**config.mk**
```make
export PLATFORM = sky130hd
export DESIGN_NAME = filled_circle_rasterizer
export DESIGN_NICKNAME = d
export VERILOG_FILES = /design/src/rtl/core/fcr_pkg.sv /design/src/rtl/core/fcr_front.sv /design/src/rtl/core/fcr_span.sv /design/src/rtl/core/fcr_engine.sv /design/src/rtl/core/filled_circle_rasterizer.sv
export SDC_FILE = /design/constraint.sdc
export NUM_CORES = 1
export LEC_CHECK = 0
export BUFFER_PORTS_ARGS = -buffer_cell sky130_fd_sc_hd__buf_2
export CAP_MARGIN = 5
export CORE_MARGIN = 1
export CORE_UTILIZATION = 33
export CTS_BUF_LIST = sky130_fd_sc_hd__clkbuf_4 sky130_fd_sc_hd__clkbuf_8 sky130_fd_sc_hd__clkbuf_16
export CTS_CLUSTER_SIZE = 12
export DETAILED_ROUTE_END_ITERATION = 6
export GPL_TIMING_DRIVEN = 0
export PLACE_DENSITY = 0.45
export SETUP_SLACK_MARGIN = 0.15
export SLEW_MARGIN = 15
export SYNTH_ARGS = -nofsm -noshare
export SYNTH_HDL_FRONTEND = slang
export SYNTH_SLANG_ARGS = --single-unit
```
**constraint.sdc**
```tcl
create_clock -name clock -period 11.2 [get_ports clock]
set_clock_uncertainty 0.15 [all_clocks]
set_input_delay 0.56 -clock clock [delete_from_list [all_inputs] [get_ports clock]]
set_output_delay 0.56 -clock clock [all_outputs]
set_load 0.03 [all_outputs]
```
**src/rtl/core/fcr_pkg.sv**
```systemverilog
// Shared types and constants for the filled circle rasterizer.
// No dependencies; every other file in rtl/core refers to this package by scoped names.
`timescale 1ns / 1ps

package fcr_pkg;

   // Radius register keeps only this many low bits.
   localparam int RADIUS_BITS = 9;

   localparam int RAD_W      = 9;
   localparam int CENTER_W   = 10;
   localparam int ROFF_W     = 10;
   localparam int COORD_W    = 12;
   localparam int CODE_W     = 8;
   localparam int CSR_DATA_W = 10;
   localparam int CSR_IDX_W  = 2;
   localparam int SQ_W       = 2 * RAD_W;
   localparam int SPAN_CNT_W = $clog2(RAD_W);
   localparam int Q_DEPTH    = 2;
   localparam int Q_PTR_W    = $clog2(Q_DEPTH);
   localparam int Q_CNT_W    = $clog2(Q_DEPTH + 1);

   localparam logic [RAD_W-1:0]  RADIUS_MASK    = RAD_W'((1 << RADIUS_BITS) - 1);
   localparam logic [CODE_W-1:0] FILL_CODE_INIT = CODE_W'(35);

   localparam logic [CSR_IDX_W-1:0] CSR_CENTER_ROW = 2'd0;
   localparam logic [CSR_IDX_W-1:0] CSR_CENTER_COL = 2'd1;
   localparam logic [CSR_IDX_W-1:0] CSR_RADIUS     = 2'd2;
   localparam logic [CSR_IDX_W-1:0] CSR_FILL_CODE  = 2'd3;

   typedef enum logic {
      OP_ADVANCE = 1'b0,
      OP_RESTART = 1'b1
   } op_type;

   typedef struct packed {
      logic [CENTER_W-1:0] center_row;
      logic [CENTER_W-1:0] center_col;
      logic [RAD_W-1:0]    radius;
      logic [CODE_W-1:0]   fill_code;
   } cfg_type;

   typedef struct packed {
      logic   valid;
      op_type op;
   } q_head_type;

   typedef struct packed {
      logic             start;
      logic [RAD_W-1:0] radius;
      logic [RAD_W-1:0] x;
   } span_req_type;

   typedef struct packed {
      logic             busy;
      logic             valid;
      logic [RAD_W-1:0] y;
      logic [RAD_W-1:0] radius;
      logic [RAD_W-1:0] x;
   } span_rsp_type;

endpackage

```
**src/rtl/core/fcr_front.sv**
```systemverilog
// Front end: accepts request transactions, classifies them and queues them.
// Depends on fcr_pkg.
`timescale 1ns / 1ps

module fcr_front (
   input  logic                clock,
   input  logic                reset,
   input  logic                req_valid,
   output logic                req_ready,
   input  logic                req_restart,
   input  logic                pop,
   output fcr_pkg::q_head_type head
);

   fcr_pkg::op_type                 op_mem [fcr_pkg::Q_DEPTH];
   logic [fcr_pkg::Q_PTR_W-1:0]     wr_ptr_ff, wr_ptr_in;
   logic [fcr_pkg::Q_PTR_W-1:0]     rd_ptr_ff, rd_ptr_in;
   logic [fcr_pkg::Q_CNT_W-1:0]     count_ff, count_in;
   logic                            push;
   logic                            pop_ok;
   fcr_pkg::op_type                 op_class;

   assign req_ready = (count_ff < fcr_pkg::Q_CNT_W'(fcr_pkg::Q_DEPTH));
   assign push      = req_valid && req_ready;
   assign pop_ok    = pop && (count_ff != '0);
   assign op_class  = req_restart ? fcr_pkg::OP_RESTART : fcr_pkg::OP_ADVANCE;

   assign head.valid = (count_ff != '0);
   assign head.op    = op_mem[rd_ptr_ff];

   always_comb begin
      wr_ptr_in = wr_ptr_ff;
      rd_ptr_in = rd_ptr_ff;
      count_in  = count_ff;
      if (push) begin
         wr_ptr_in = wr_ptr_ff + 1'b1;
      end
      if (pop_ok) begin
         rd_ptr_in = rd_ptr_ff + 1'b1;
      end
      case ({push, pop_ok})
         2'b10:   count_in = count_ff + 1'b1;
         2'b01:   count_in = count_ff - 1'b1;
         default: count_in = count_ff;
      endcase
   end

   always_ff @(posedge clock) begin
      if (reset) begin
         wr_ptr_ff <= '0;
         rd_ptr_ff <= '0;
         count_ff  <= '0;
      end else begin
         wr_ptr_ff <= wr_ptr_in;
         rd_ptr_ff <= rd_ptr_in;
         count_ff  <= count_in;
      end
   end

   always_ff @(posedge clock) begin
      if (push) begin
         op_mem[wr_ptr_ff] <= op_class;
      end
   end

endmodule

```
**src/rtl/core/fcr_span.sv**
```systemverilog
// Half span unit: y = floor(sqrt(radius^2 - x^2)), two radicand bits per cycle.
// Depends on fcr_pkg.
`timescale 1ns / 1ps

module fcr_span (
   input  logic                  clock,
   input  logic                  reset,
   input  fcr_pkg::span_req_type req,
   output fcr_pkg::span_rsp_type rsp
);

   typedef enum logic [3:0] {
      SP_IDLE = 4'b0001,
      SP_MUL  = 4'b0010,
      SP_SUB  = 4'b0100,
      SP_ITER = 4'b1000
   } span_state_type;

   span_state_type                   state_ff, state_in;
   logic                             vld_ff, vld_in;
   logic [fcr_pkg::RAD_W-1:0]        r_ff, r_in;
   logic [fcr_pkg::RAD_W-1:0]        x_ff, x_in;
   logic [fcr_pkg::SQ_W-1:0]         r2_ff, r2_in;
   logic [fcr_pkg::SQ_W-1:0]         x2_ff, x2_in;
   logic [fcr_pkg::SQ_W-1:0]         v_ff, v_in;
   logic [fcr_pkg::RAD_W+1:0]        rem_ff, rem_in;
   logic [fcr_pkg::RAD_W-1:0]        root_ff, root_in;
   logic [fcr_pkg::SPAN_CNT_W-1:0]   cnt_ff, cnt_in;
   logic [fcr_pkg::RAD_W+1:0]        rem_sh;
   logic [fcr_pkg::RAD_W+1:0]        trial;

   assign rsp.busy   = (state_ff != SP_IDLE);
   assign rsp.valid  = vld_ff;
   assign rsp.y      = root_ff;
   assign rsp.radius = r_ff;
   assign rsp.x      = x_ff;

   assign rem_sh = {rem_ff[fcr_pkg::RAD_W-1:0], v_ff[fcr_pkg::SQ_W-1 -: 2]};
   assign trial  = {root_ff, 2'b01};

   always_comb begin
      state_in = state_ff;
      vld_in   = vld_ff;
      r_in     = r_ff;
      x_in     = x_ff;
      r2_in    = r2_ff;
      x2_in    = x2_ff;
      v_in     = v_ff;
      rem_in   = rem_ff;
      root_in  = root_ff;
      cnt_in   = cnt_ff;
      case (state_ff)
         SP_IDLE: begin
            if (req.start) begin
               r_in     = req.radius;
               x_in     = req.x;
               vld_in   = 1'b0;
               state_in = SP_MUL;
            end
         end
         SP_MUL: begin
            r2_in    = fcr_pkg::SQ_W'(r_ff) * fcr_pkg::SQ_W'(r_ff);
            x2_in    = fcr_pkg::SQ_W'(x_ff) * fcr_pkg::SQ_W'(x_ff);
            state_in = SP_SUB;
         end
         SP_SUB: begin
            v_in     = (r2_ff > x2_ff) ? (r2_ff - x2_ff) : '0;
            rem_in   = '0;
            root_in  = '0;
            cnt_in   = fcr_pkg::SPAN_CNT_W'(fcr_pkg::RAD_W - 1);
            state_in = SP_ITER;
         end
         SP_ITER: begin
            // one root bit per cycle, restoring form
            if (rem_sh >= trial) begin
               rem_in  = rem_sh - trial;
               root_in = {root_ff[fcr_pkg::RAD_W-2:0], 1'b1};
            end else begin
               rem_in  = rem_sh;
               root_in = {root_ff[fcr_pkg::RAD_W-2:0], 1'b0};
            end
            v_in   = {v_ff[fcr_pkg::SQ_W-3:0], 2'b00};
            cnt_in = cnt_ff - 1'b1;
            if (cnt_ff == '0) begin
               vld_in   = 1'b1;
               state_in = SP_IDLE;
            end
         end
         default: begin
            vld_in   = 1'b0;
            state_in = SP_IDLE;
         end
      endcase
   end

   always_ff @(posedge clock) begin
      if (reset) begin
         state_ff <= SP_IDLE;
         vld_ff   <= 1'b0;
      end else begin
         state_ff <= state_in;
         vld_ff   <= vld_in;
      end
   end

   always_ff @(posedge clock) begin
      r_ff    <= r_in;
      x_ff    <= x_in;
      r2_ff   <= r2_in;
      x2_ff   <= x2_in;
      v_ff    <= v_in;
      rem_ff  <= rem_in;
      root_ff <= root_in;
      cnt_ff  <= cnt_in;
   end

endmodule

```
**src/rtl/core/fcr_engine.sv**
```systemverilog
// Back end: walks the circle cell by cell and drives the response register.
// Depends on fcr_pkg; takes half spans from fcr_span and transactions from fcr_front.
`timescale 1ns / 1ps

module fcr_engine (
   input  logic                          clock,
   input  logic                          reset,
   input  fcr_pkg::cfg_type              cfg,
   input  fcr_pkg::q_head_type           head,
   output logic                          pop,
   output fcr_pkg::span_req_type         span_req,
   input  fcr_pkg::span_rsp_type         span_rsp,
   output logic                          rsp_valid,
   input  logic                          rsp_ready,
   output logic [fcr_pkg::COORD_W-1:0]   row_out,
   output logic [fcr_pkg::COORD_W-1:0]   col_out,
   output logic [fcr_pkg::CODE_W-1:0]    code_out,
   output logic                          last_out
);

   logic [fcr_pkg::RAD_W-1:0]    x_ff, x_in;
   logic [fcr_pkg::RAD_W-1:0]    y_ff, y_in;
   logic [fcr_pkg::ROFF_W-1:0]   j_ff, j_in;
   logic                         m_ff, m_in;
   logic                         act_ff, act_in;
   logic                         rsp_valid_ff, rsp_valid_in;
   logic [fcr_pkg::COORD_W-1:0]  row_ff, row_in;
   logic [fcr_pkg::COORD_W-1:0]  col_ff, col_in;
   logic [fcr_pkg::CODE_W-1:0]   code_ff, code_in;
   logic                         last_ff, last_in;

   logic                         is_restart;
   logic [fcr_pkg::ROFF_W:0]     j_inc;
   logic [fcr_pkg::ROFF_W:0]     two_y;
   logic [fcr_pkg::RAD_W:0]      x_inc;
   logic [fcr_pkg::RAD_W:0]      r_ext;
   logic [fcr_pkg::RAD_W-1:0]    x_next;
   logic                         col_step;
   logic                         col_end;
   logic                         span_hit;
   logic                         need_span;
   logic                         out_free;
   logic                         go;
   logic                         emit;

   assign is_restart = (head.op == fcr_pkg::OP_RESTART);
   assign j_inc      = {1'b0, j_ff} + 1'b1;
   assign two_y      = {1'b0, y_ff, 1'b0};
   assign x_inc      = {1'b0, x_ff} + 1'b1;
   assign r_ext      = {1'b0, cfg.radius};
   assign x_next     = x_inc[fcr_pkg::RAD_W-1:0];
   assign col_step   = act_ff && m_ff && (j_inc >= two_y);
   assign col_end    = (x_inc >= r_ext);
   assign span_hit   = span_rsp.valid && (span_rsp.x == x_next) &&
                       (span_rsp.radius == cfg.radius);
   assign need_span  = !is_restart && col_step && !col_end;
   assign out_free   = !rsp_valid_ff || rsp_ready;
   assign go         = head.valid && out_free && (!need_span || span_hit);
   assign pop        = go;

   // keep the span of the next column in flight while this one streams
   assign span_req.start  = act_ff && !span_rsp.busy && !span_hit;
   assign span_req.radius = cfg.radius;
   assign span_req.x      = x_next;

   always_comb begin
      x_in   = x_ff;
      y_in   = y_ff;
      j_in   = j_ff;
      m_in   = m_ff;
      act_in = act_ff;
      emit   = 1'b0;
      if (go) begin
         if (is_restart) begin
            x_in = '0;
            j_in = '0;
            m_in = 1'b0;
            if (cfg.radius == '0) begin
               y_in   = '0;
               act_in = 1'b0;
            end else begin
               // sqrt(r*r) is r itself
               y_in   = cfg.radius;
               act_in = 1'b1;
               emit   = 1'b1;
            end
         end else if (act_ff) begin
            if (!m_ff) begin
               m_in = 1'b1;
            end else begin
               m_in = 1'b0;
               j_in = j_inc[fcr_pkg::ROFF_W-1:0];
               if (col_step) begin
                  j_in = '0;
                  x_in = x_next;
                  if (!col_end) begin
                     y_in = span_rsp.y;
                  end
               end
            end
            // stop once the column passes the radius or the span is empty
            if ((col_step && col_end) || ({1'b0, x_in} >= r_ext) || (y_in == '0)) begin
               act_in = 1'b0;
            end else begin
               emit = 1'b1;
            end
         end
      end
   end

   always_comb begin
      row_in  = fcr_pkg::COORD_W'(cfg.center_row) + fcr_pkg::COORD_W'(j_in) -
                fcr_pkg::COORD_W'(y_in);
      col_in  = m_in ? (fcr_pkg::COORD_W'(cfg.center_col) - fcr_pkg::COORD_W'(x_in))
                     : (fcr_pkg::COORD_W'(cfg.center_col) + fcr_pkg::COORD_W'(x_in));
      code_in = cfg.fill_code;
      last_in = m_in &&
                (({1'b0, x_in} + 1'b1) == r_ext) &&
                (({1'b0, j_in} + 1'b1) == {1'b0, y_in, 1'b0});
      rsp_valid_in = (rsp_valid_ff && !rsp_ready) || emit;
   end

   always_ff @(posedge clock) begin
      if (reset) begin
         x_ff         <= '0;
         y_ff         <= '0;
         j_ff         <= '0;
         m_ff         <= 1'b0;
         act_ff       <= 1'b0;
         rsp_valid_ff <= 1'b0;
      end else begin
         x_ff         <= x_in;
         y_ff         <= y_in;
         j_ff         <= j_in;
         m_ff         <= m_in;
         act_ff       <= act_in;
         rsp_valid_ff <= rsp_valid_in;
      end
   end

   always_ff @(posedge clock) begin
      if (emit) begin
         row_ff  <= row_in;
         col_ff  <= col_in;
         code_ff <= code_in;
         last_ff <= last_in;
      end
   end

   assign rsp_valid = rsp_valid_ff;
   assign row_out   = row_ff;
   assign col_out   = col_ff;
   assign code_out  = code_ff;
   assign last_out  = last_ff;

endmodule

```
**src/rtl/core/filled_circle_rasterizer.sv**
```systemverilog
// Top level of the filled circle rasterizer: configuration registers and wiring.
// Depends on fcr_pkg, fcr_front, fcr_span and fcr_engine.
`timescale 1ns / 1ps

// Usage:
//   Write center_row, center_col, radius and fill_code through the csr_ port
//   (one write per cycle at csr_write_en, no read-back), then send request
//   transactions on req_. A request with req_restart set starts the circle at
//   its first cell; each request without it advances one cell. Every request
//   yields zero or one response transaction on rsp_ with the cell coordinates,
//   the fill code and a flag on the final cell.
//   Requests wait in a two-entry queue ahead of the cell walker. A request is
//   taken from the queue and its cell registered in the response register, at
//   one per cycle along a span while rsp_ready holds. At the step to a new column
//   the walker waits for the half span of that column from a bit-serial square
//   root unit; that unit starts on the next column the cycle after a column
//   begins, so the wait only shows on columns of fewer than 13 cells (half spans
//   below 4), and after a restart that finds the unit still busy with an older
//   column. A stalled rsp_ready holds the response register; the queue fills and
//   then req_ready drops. Reset clears the queue, the response register and the
//   drawing state and loads the configuration register defaults.

module filled_circle_rasterizer (
   input  logic                                 clock,
   input  logic                                 reset,
   input  logic                                 req_valid,
   output logic                                 req_ready,
   input  logic                                 req_restart,
   output logic                                 rsp_valid,
   input  logic                                 rsp_ready,
   output logic signed [fcr_pkg::COORD_W-1:0]   rsp_cell_row,
   output logic signed [fcr_pkg::COORD_W-1:0]   rsp_cell_col,
   output logic [fcr_pkg::CODE_W-1:0]           rsp_cell_code,
   output logic                                 rsp_last_cell,
   input  logic                                 csr_write_en,
   input  logic [fcr_pkg::CSR_IDX_W-1:0]        csr_index,
   input  logic [fcr_pkg::CSR_DATA_W-1:0]       csr_wdata
);

   fcr_pkg::cfg_type               cfg_ff, cfg_in;
   fcr_pkg::q_head_type            head;
   fcr_pkg::span_req_type          span_req;
   fcr_pkg::span_rsp_type          span_rsp;
   logic                           pop;
   logic [fcr_pkg::COORD_W-1:0]    row_out;
   logic [fcr_pkg::COORD_W-1:0]    col_out;

   always_comb begin
      cfg_in = cfg_ff;
      if (csr_write_en) begin
         case (csr_index)
            fcr_pkg::CSR_CENTER_ROW: cfg_in.center_row = csr_wdata[fcr_pkg::CENTER_W-1:0];
            fcr_pkg::CSR_CENTER_COL: cfg_in.center_col = csr_wdata[fcr_pkg::CENTER_W-1:0];
            fcr_pkg::CSR_RADIUS:
               cfg_in.radius = csr_wdata[fcr_pkg::RAD_W-1:0] & fcr_pkg::RADIUS_MASK;
            fcr_pkg::CSR_FILL_CODE:  cfg_in.fill_code = csr_wdata[fcr_pkg::CODE_W-1:0];
            default:                 cfg_in = cfg_ff;
         endcase
      end
   end

   always_ff @(posedge clock) begin
      if (reset) begin
         cfg_ff.center_row <= '0;
         cfg_ff.center_col <= '0;
         cfg_ff.radius     <= '0;
         cfg_ff.fill_code  <= fcr_pkg::FILL_CODE_INIT;
      end else begin
         cfg_ff <= cfg_in;
      end
   end

   fcr_front u_front (
      .clock       (clock),
      .reset       (reset),
      .req_valid   (req_valid),
      .req_ready   (req_ready),
      .req_restart (req_restart),
      .pop         (pop),
      .head        (head)
   );

   fcr_span u_span (
      .clock (clock),
      .reset (reset),
      .req   (span_req),
      .rsp   (span_rsp)
   );

   fcr_engine u_engine (
      .clock     (clock),
      .reset     (reset),
      .cfg       (cfg_ff),
      .head      (head),
      .pop       (pop),
      .span_req  (span_req),
      .span_rsp  (span_rsp),
      .rsp_valid (rsp_valid),
      .rsp_ready (rsp_ready),
      .row_out   (row_out),
      .col_out   (col_out),
      .code_out  (rsp_cell_code),
      .last_out  (rsp_last_cell)
   );

   assign rsp_cell_row = $signed(row_out);
   assign rsp_cell_col = $signed(col_out);

endmodule

```
# == Word level (Yosys, flattened, before mapping) ==
# Memory sizes are Yosys's and may differ from the RTL's. A register that Yosys moved wholly into a read port is not among the register bits.
# Index checks and enable logic that the tools add are counted.
# totals
reg_bits,204
mem_bits_rw,2
output_inout_bits,35
elab_cells,163
n_memories,1
# memory_table
memory,depth,width,rd,rd_ports_with_merged_regs,write_ports,line_no,text
u_front.op_mem,2,1,1,1,1,fcr_front.sv:15,fcr_pkg::op_type op_mem [fcr_pkg::Q_DEPTH];
# classes
add_sub_neg,15
mul,2
order_cmp,6
n_eq_ne,16
muxes,52
bitwise_logic,1
n_reduce_logical,43
# op_table
cell,n
two-way mux 9 bit,19
two-way mux 10 bit,5
multiplier 9 x 9 -> 18 bit,2
one-hot mux 18 bit (2 select lines),1
one-hot mux 9 bit (2 select lines),2
adder 10 x 1 -> 11 bit (second input constant),2
adder 9 x 1 -> 10 bit (second input constant),2
equality test 9 bit,2
greater-than comparator 18 bit,1
zero test 9 bit,2
two-way mux 18 bit,1
subtractor 18 bit,1
two-way mux 1 bit,17
logical AND 1 bit,16
one-hot mux 4 bit (4 select lines),1
two-way mux 12 bit,1
AND reduction 2 bit,6
subtractor 12 x 9 -> 12 bit,1
adder 10 x 10 -> 11 bit,1
adder 10 x 9 -> 11 bit,1
equality test 11 x 10 -> 1 bit,1
greater-or-equal comparator 11 x 10 -> 1 bit,1
greater-or-equal comparator 11 bit,1
subtractor 10 x 9 -> 11 bit,1
30 further kinds,47

# == Depth between registers and ports, before layout ==
# depth
depth_word,17
mapped_depth,31

# == By module ==
# From an unflattened synthesis, not the netlist that was laid out.
# hier_totals
hier_cells,1864
hier_area_um2,17407.9
# modules_own_cells
module,n_inst,cells_per_inst,area_each_um2
fcr_span,1,945,9205.1
fcr_engine,1,753,6414.9
filled_circle_rasterizer,1,140,1503.9
fcr_front,1,26,284.0

# == Least setup slack after synthesis ==
# No wires, ideal clock.
# synth_path
path_kind,register to register
startpoint,register u_engine.j_ff[0] (netlist name)
endpoint,"register u_engine.last_ff (netlist: u_engine.last_out), data pin"
arrival_time_ns,5.381
required_ns,10.860
setup_slack_ns,5.478
path_stages_with_launch,23
path_buffers,1
period_less_slack_ns,5.722
cell_sequence,dfxtp_1 > ha_1 > and3_1 > nand3_1 > xnor2_1 > ha_1 > a211oi_1 > o21bai_1 > o2111a_1 > o211a_1 > o21ai_2 > buf_2 > o21ai_0 > a22oi_1 > inv_1 > ha_1 > xnor2_1 > o21ai_0 > or4bb_1 > a2111oi_1 > nand4_1 > or4b_1 > a2111oi_2
# synth_between
elab_chain_cells,15
elab_cells_between_ends,36
# synth_rtl
item,line_no,text
"start, declared",fcr_engine.sv:23,"logic [fcr_pkg::ROFF_W-1:0] j_ff, j_in;"
"start signal, assigned",fcr_engine.sv:134,j_ff <= j_in;
adder 10 x 1 -> 11 bit *,fcr_engine.sv:47,"assign j_inc = {1'b0, j_ff} + 1'b1;"
greater-or-equal comparator 11 x 10 -> 1 bit *,fcr_engine.sv:52,assign col_step = act_ff && m_ff && (j_inc >= two_y);
logical AND 1 bit *,fcr_engine.sv:52,
two-way mux 9 bit,fcr_engine.sv:93,if (col_step) begin
two-way mux 9 bit,fcr_engine.sv:88,if (!m_ff) begin
two-way mux 9 bit,fcr_engine.sv:87,end else if (act_ff) begin
two-way mux 9 bit,fcr_engine.sv:74,if (is_restart) begin
two-way mux 9 bit,fcr_engine.sv:73,if (go) begin
two-way mux 9 bit,fcr_engine.sv:87,
two-way mux 9 bit,fcr_engine.sv:74,
two-way mux 9 bit *,fcr_engine.sv:73,
named net u_engine.x_in (one bit),fcr_engine.sv:21,"logic [fcr_pkg::RAD_W-1:0] x_ff, x_in;"
adder 9 x 1 -> 10 bit *,fcr_engine.sv:118,"(({1'b0, x_in} + 1'b1) == r_ext) &&"
equality test 10 x 9 -> 1 bit *,fcr_engine.sv:118,
logical AND 1 bit *,fcr_engine.sv:117,last_in = m_in &&
logical AND 1 bit *,fcr_engine.sv:118,
named net u_engine.last_in,fcr_engine.sv:30,"logic last_ff, last_in;"
"end signal, assigned",fcr_engine.sv:146,last_ff <= last_in;
"end, declared",fcr_engine.sv:30,
# Mark *: on every way through the listed nets, which the timed path passes. The rest lies on a longest branch. The select of a mux whose other input is x is not followed.
# A chain may end at the register's enable or synchronous reset.

# == Worst setup path after layout ==
# Ends and elaborated chain as after synthesis.

==> run metrics <==
CP Data Required Time=~11 ns; peak supply drop=0.000130 V; Ys Warns=0; critical path arrival=7.50 ns; Synth Register Bits=205; clock root cell=clkbuf_16; Final nets=2113; asr flop ratio synth=0; initial antenna violation count=0; Top Ports=53; final wirelength=roughly 45000 um; Slew @ Worst Pin=1.08 ns; unrepaired setup endpoints after global routing=no; storage element area=0.00538 sq mm; clk buf depth=3; layout cells sized above 1=0.0842; Synth cell types=87; first-pass GRT wire length=71600 um; Yosys top cell area share=0.230; syn_nets=between 2k and 2.5k; htree depth=1; multiplexer area fraction after synthesis=0.0246; Port Buffers=52; PnR Total Power=slightly above 3 mW; Core Area=0.0493 sq mm; Cell Area, Placed=0.0178 sq mm; Final ANT Viol Nets=0; ys flop type=edfxtp_1; Slew Limit Fails=0; 1st-pass router iterations=5; largest family of logic cells by synthesized area=adder cells; WS Path Type=reg2reg; clk_lat worst skew=0.58 ns; min-delay worst type=in2reg; antenna diode count=0; Netlist Area Pre-Place=about 0.017 sq mm; Cells after Synth=1768; Final Cycle Share=0.652; CTS Sinks=205; Die ar.=roughly 0.051 sq mm; number of synthesized flops with an enable pin=approximately 130; Synth Area in Simple Gates=0.156; Synth Area in Adders=0.212; most common cell in the netlist=inv_1; DR WL/cell=approximately 18 um; CTS tree=yes; PwrDens=166 mW/mm^2; GRT Overall Usage=0.180; vias in the first global route=13.0k; crit-path max FO=10; Core Rows=81; vias per std cell=4.97; Synth top cells by count=inv_1, ha_1, nor2_1, edfxtp_1, nand2_1; Die H=roughly 230 um; Pleak=~8.0 nW; Startpoint Class=register; Max Cap Viol=0; cell area after layout=0.0187 sq mm; count of final setup violators=0; global route overflow=0; Synth Area in Compound Gates=0.147; R2R Setup Slk=3.90 ns; Slew headroom=0.274; CTS buffer count=27; setup TNS=0 ns; Initial Util=0.337; area of the multi-input gates=0.0102 sq mm; pin count of the biggest net entering global routing=34; setup bufs post-CTS=0; DP HPWL=35800 um; XOR/XNOR share of the synthesized area=0.0711; Reg clk slew, reported paths=0.06 ns; Die X=226 um; Filler cells=5024; Initial DRC Count=663; largest cells by area after synthesis=edfxtp_1, ha_1, dfxtp_1; status=complete, no violations; PostCTS Resize Cnt=0; DRC Markers=0; fmax=137 MHz; sequential share of the synthesized area=0.324; Final min period=7.30 ns; area added between synthesis and finish=12.6%; Final Hold Fails=0; Vias=12.6k; Setup crit end kind=register; hold_buf cts=0; Synth area leader=edfxtp_1; Avg Cell Area, Syn=9.39 sq um; RePlAce Congestion=0.874
## where the power goes
| part | switching [mW] | internal [mW] |
|---|---|---|
| registers | 0.0343 | 0.923 |
| clock network | 0.346 | 0.530 |
| logic | 0.753 | 0.522 |
| total | 1.13 | 1.98 |
## sequential cells by signal (all words and copies together) (netlist names), 10 cells and up, named ones only
register          count
u_engine.col_out     12
u_span.x2_ff         17
u_span.v_ff          18
cfg_ff               37
u_span.r2_ff         17
u_engine.row_out     12
u_engine.j_ff        10
## per-layer routing
layer,share of wire,track usage,up-vias
met5,0,0,-
met4,0.022,0.0434,0
met3,0.041,0.0284,59
met2,0.48,0.310,233
met1,0.46,0.234,6054
li1,-,-,6293
## cell families (layout without fill, tap and decap cells)
| family | count (synthesis) | in the layout |
|---|---|---|
| xor+xnor | 130 | 130 |
| mux | 40 | 40 |
| simple gates | 527 | 527 |
| flops | 205 | 205 |
| fa+ha+maj | 237 | 237 |
| compound gates | 351 | 351 |
| buf+inv | 278 | 387 |
## path summary, 6_finish.rpt
| check | startpoint | to | cells after the start |
|---|---|---|---|
| setup / recovery | u_engine.j_ff[0]$_SDFF_PP0_ | u_engine.last_out$_DFFE_PP_ | 22 |
| hold / removal | req_restart | u_front.op_mem[0]$_DFFE_PP_ | 1 |
| setup reg to reg | u_engine.j_ff[0]$_SDFF_PP0_ | u_engine.last_out$_DFFE_PP_ | 22 |
| hold reg to reg | cfg_ff[9]$_SDFFE_PP0P_ | u_span.r_ff[1]$_DFFE_PP_ | 0 |
## placed cells by master, fill, tap and decap left out, types with 7 or more instances in the layout
master     synthesis  layout
fa_1              74      74
o21bai_1          12      12
o21a_1            15      15
buf_4              5      12
and2_1            68      68
and3_1             8       8
xor2_1            37      37
buf_2             12      64
mux2i_1           34      34
a211oi_1          14      14
o211ai_1           7       7
o21ai_0           65      65
a21o_1            33      33
nor3_1            27      25
or2_2              8       8
a21oi_1           79      79
a21boi_0          12      12
nor2b_1           28      28
xnor2_1           90      90
a31oi_1           11      11
inv_1            207     206
ha_1             163     163
clkbuf_1          50      50
a22o_1            15      15
nor4_1            15      15
nand3_1           22      22
nand4_1           12      12
nand2b_1          19      19
clkbuf_16          0      28
o22ai_1            9       9
nand2_1          126     126
edfxtp_1         127     127
or3_1              7       7
nor2_1           158     158
dfxtp_1           78      78
## layout make-up
cell class	count	area share
tap	664	0.0444
sequential	205	0.287
multi-input combinational	1285	0.543
clock buffer	34	0.0409
buffer	71	0.0165
clock inverter	14	0.00769
timing repair buffer	61	0.0184
inverter	207	0.0415
## critical path, stage by stage (launching register included)
cell and delay [ns]:
dfxtp_1 0.41, ha_1 0.34, nand2_1 0.18, nor4_1 0.34, xor2_1 0.35, ha_1 0.21
o21ai_0 0.10, o21ai_0 0.26, o2111a_1 0.40, clkbuf_1 0.39, o21ai_0 0.26, a21oi_1 0.21
o21ai_0 0.25, a22oi_1 0.49, inv_1 0.23, ha_1 0.34, xnor2_1 0.14, o21ai_0 0.11
or4bb_1 0.54, a2111oi_1 0.33, nand4_1 0.15, or4b_1 0.52, a2111oi_2 0.37
## metrics by stage
stage          hold WS (ns)  setup slack (ns)   util  cells
2_1_floorplan         0.256              5.48      -   1768
6_report             0.0364              3.90  0.380   2541
3_5_place_dp          0.267              4.00  0.361   2493
4_1_cts             0.00535              3.94  0.380   2541
5_1_grt              0.0151              3.45  0.380   2541
3_3_place_gp          0.262              4.07  0.359   2484
Note: power is estimated with default switching activity, not from simulation.
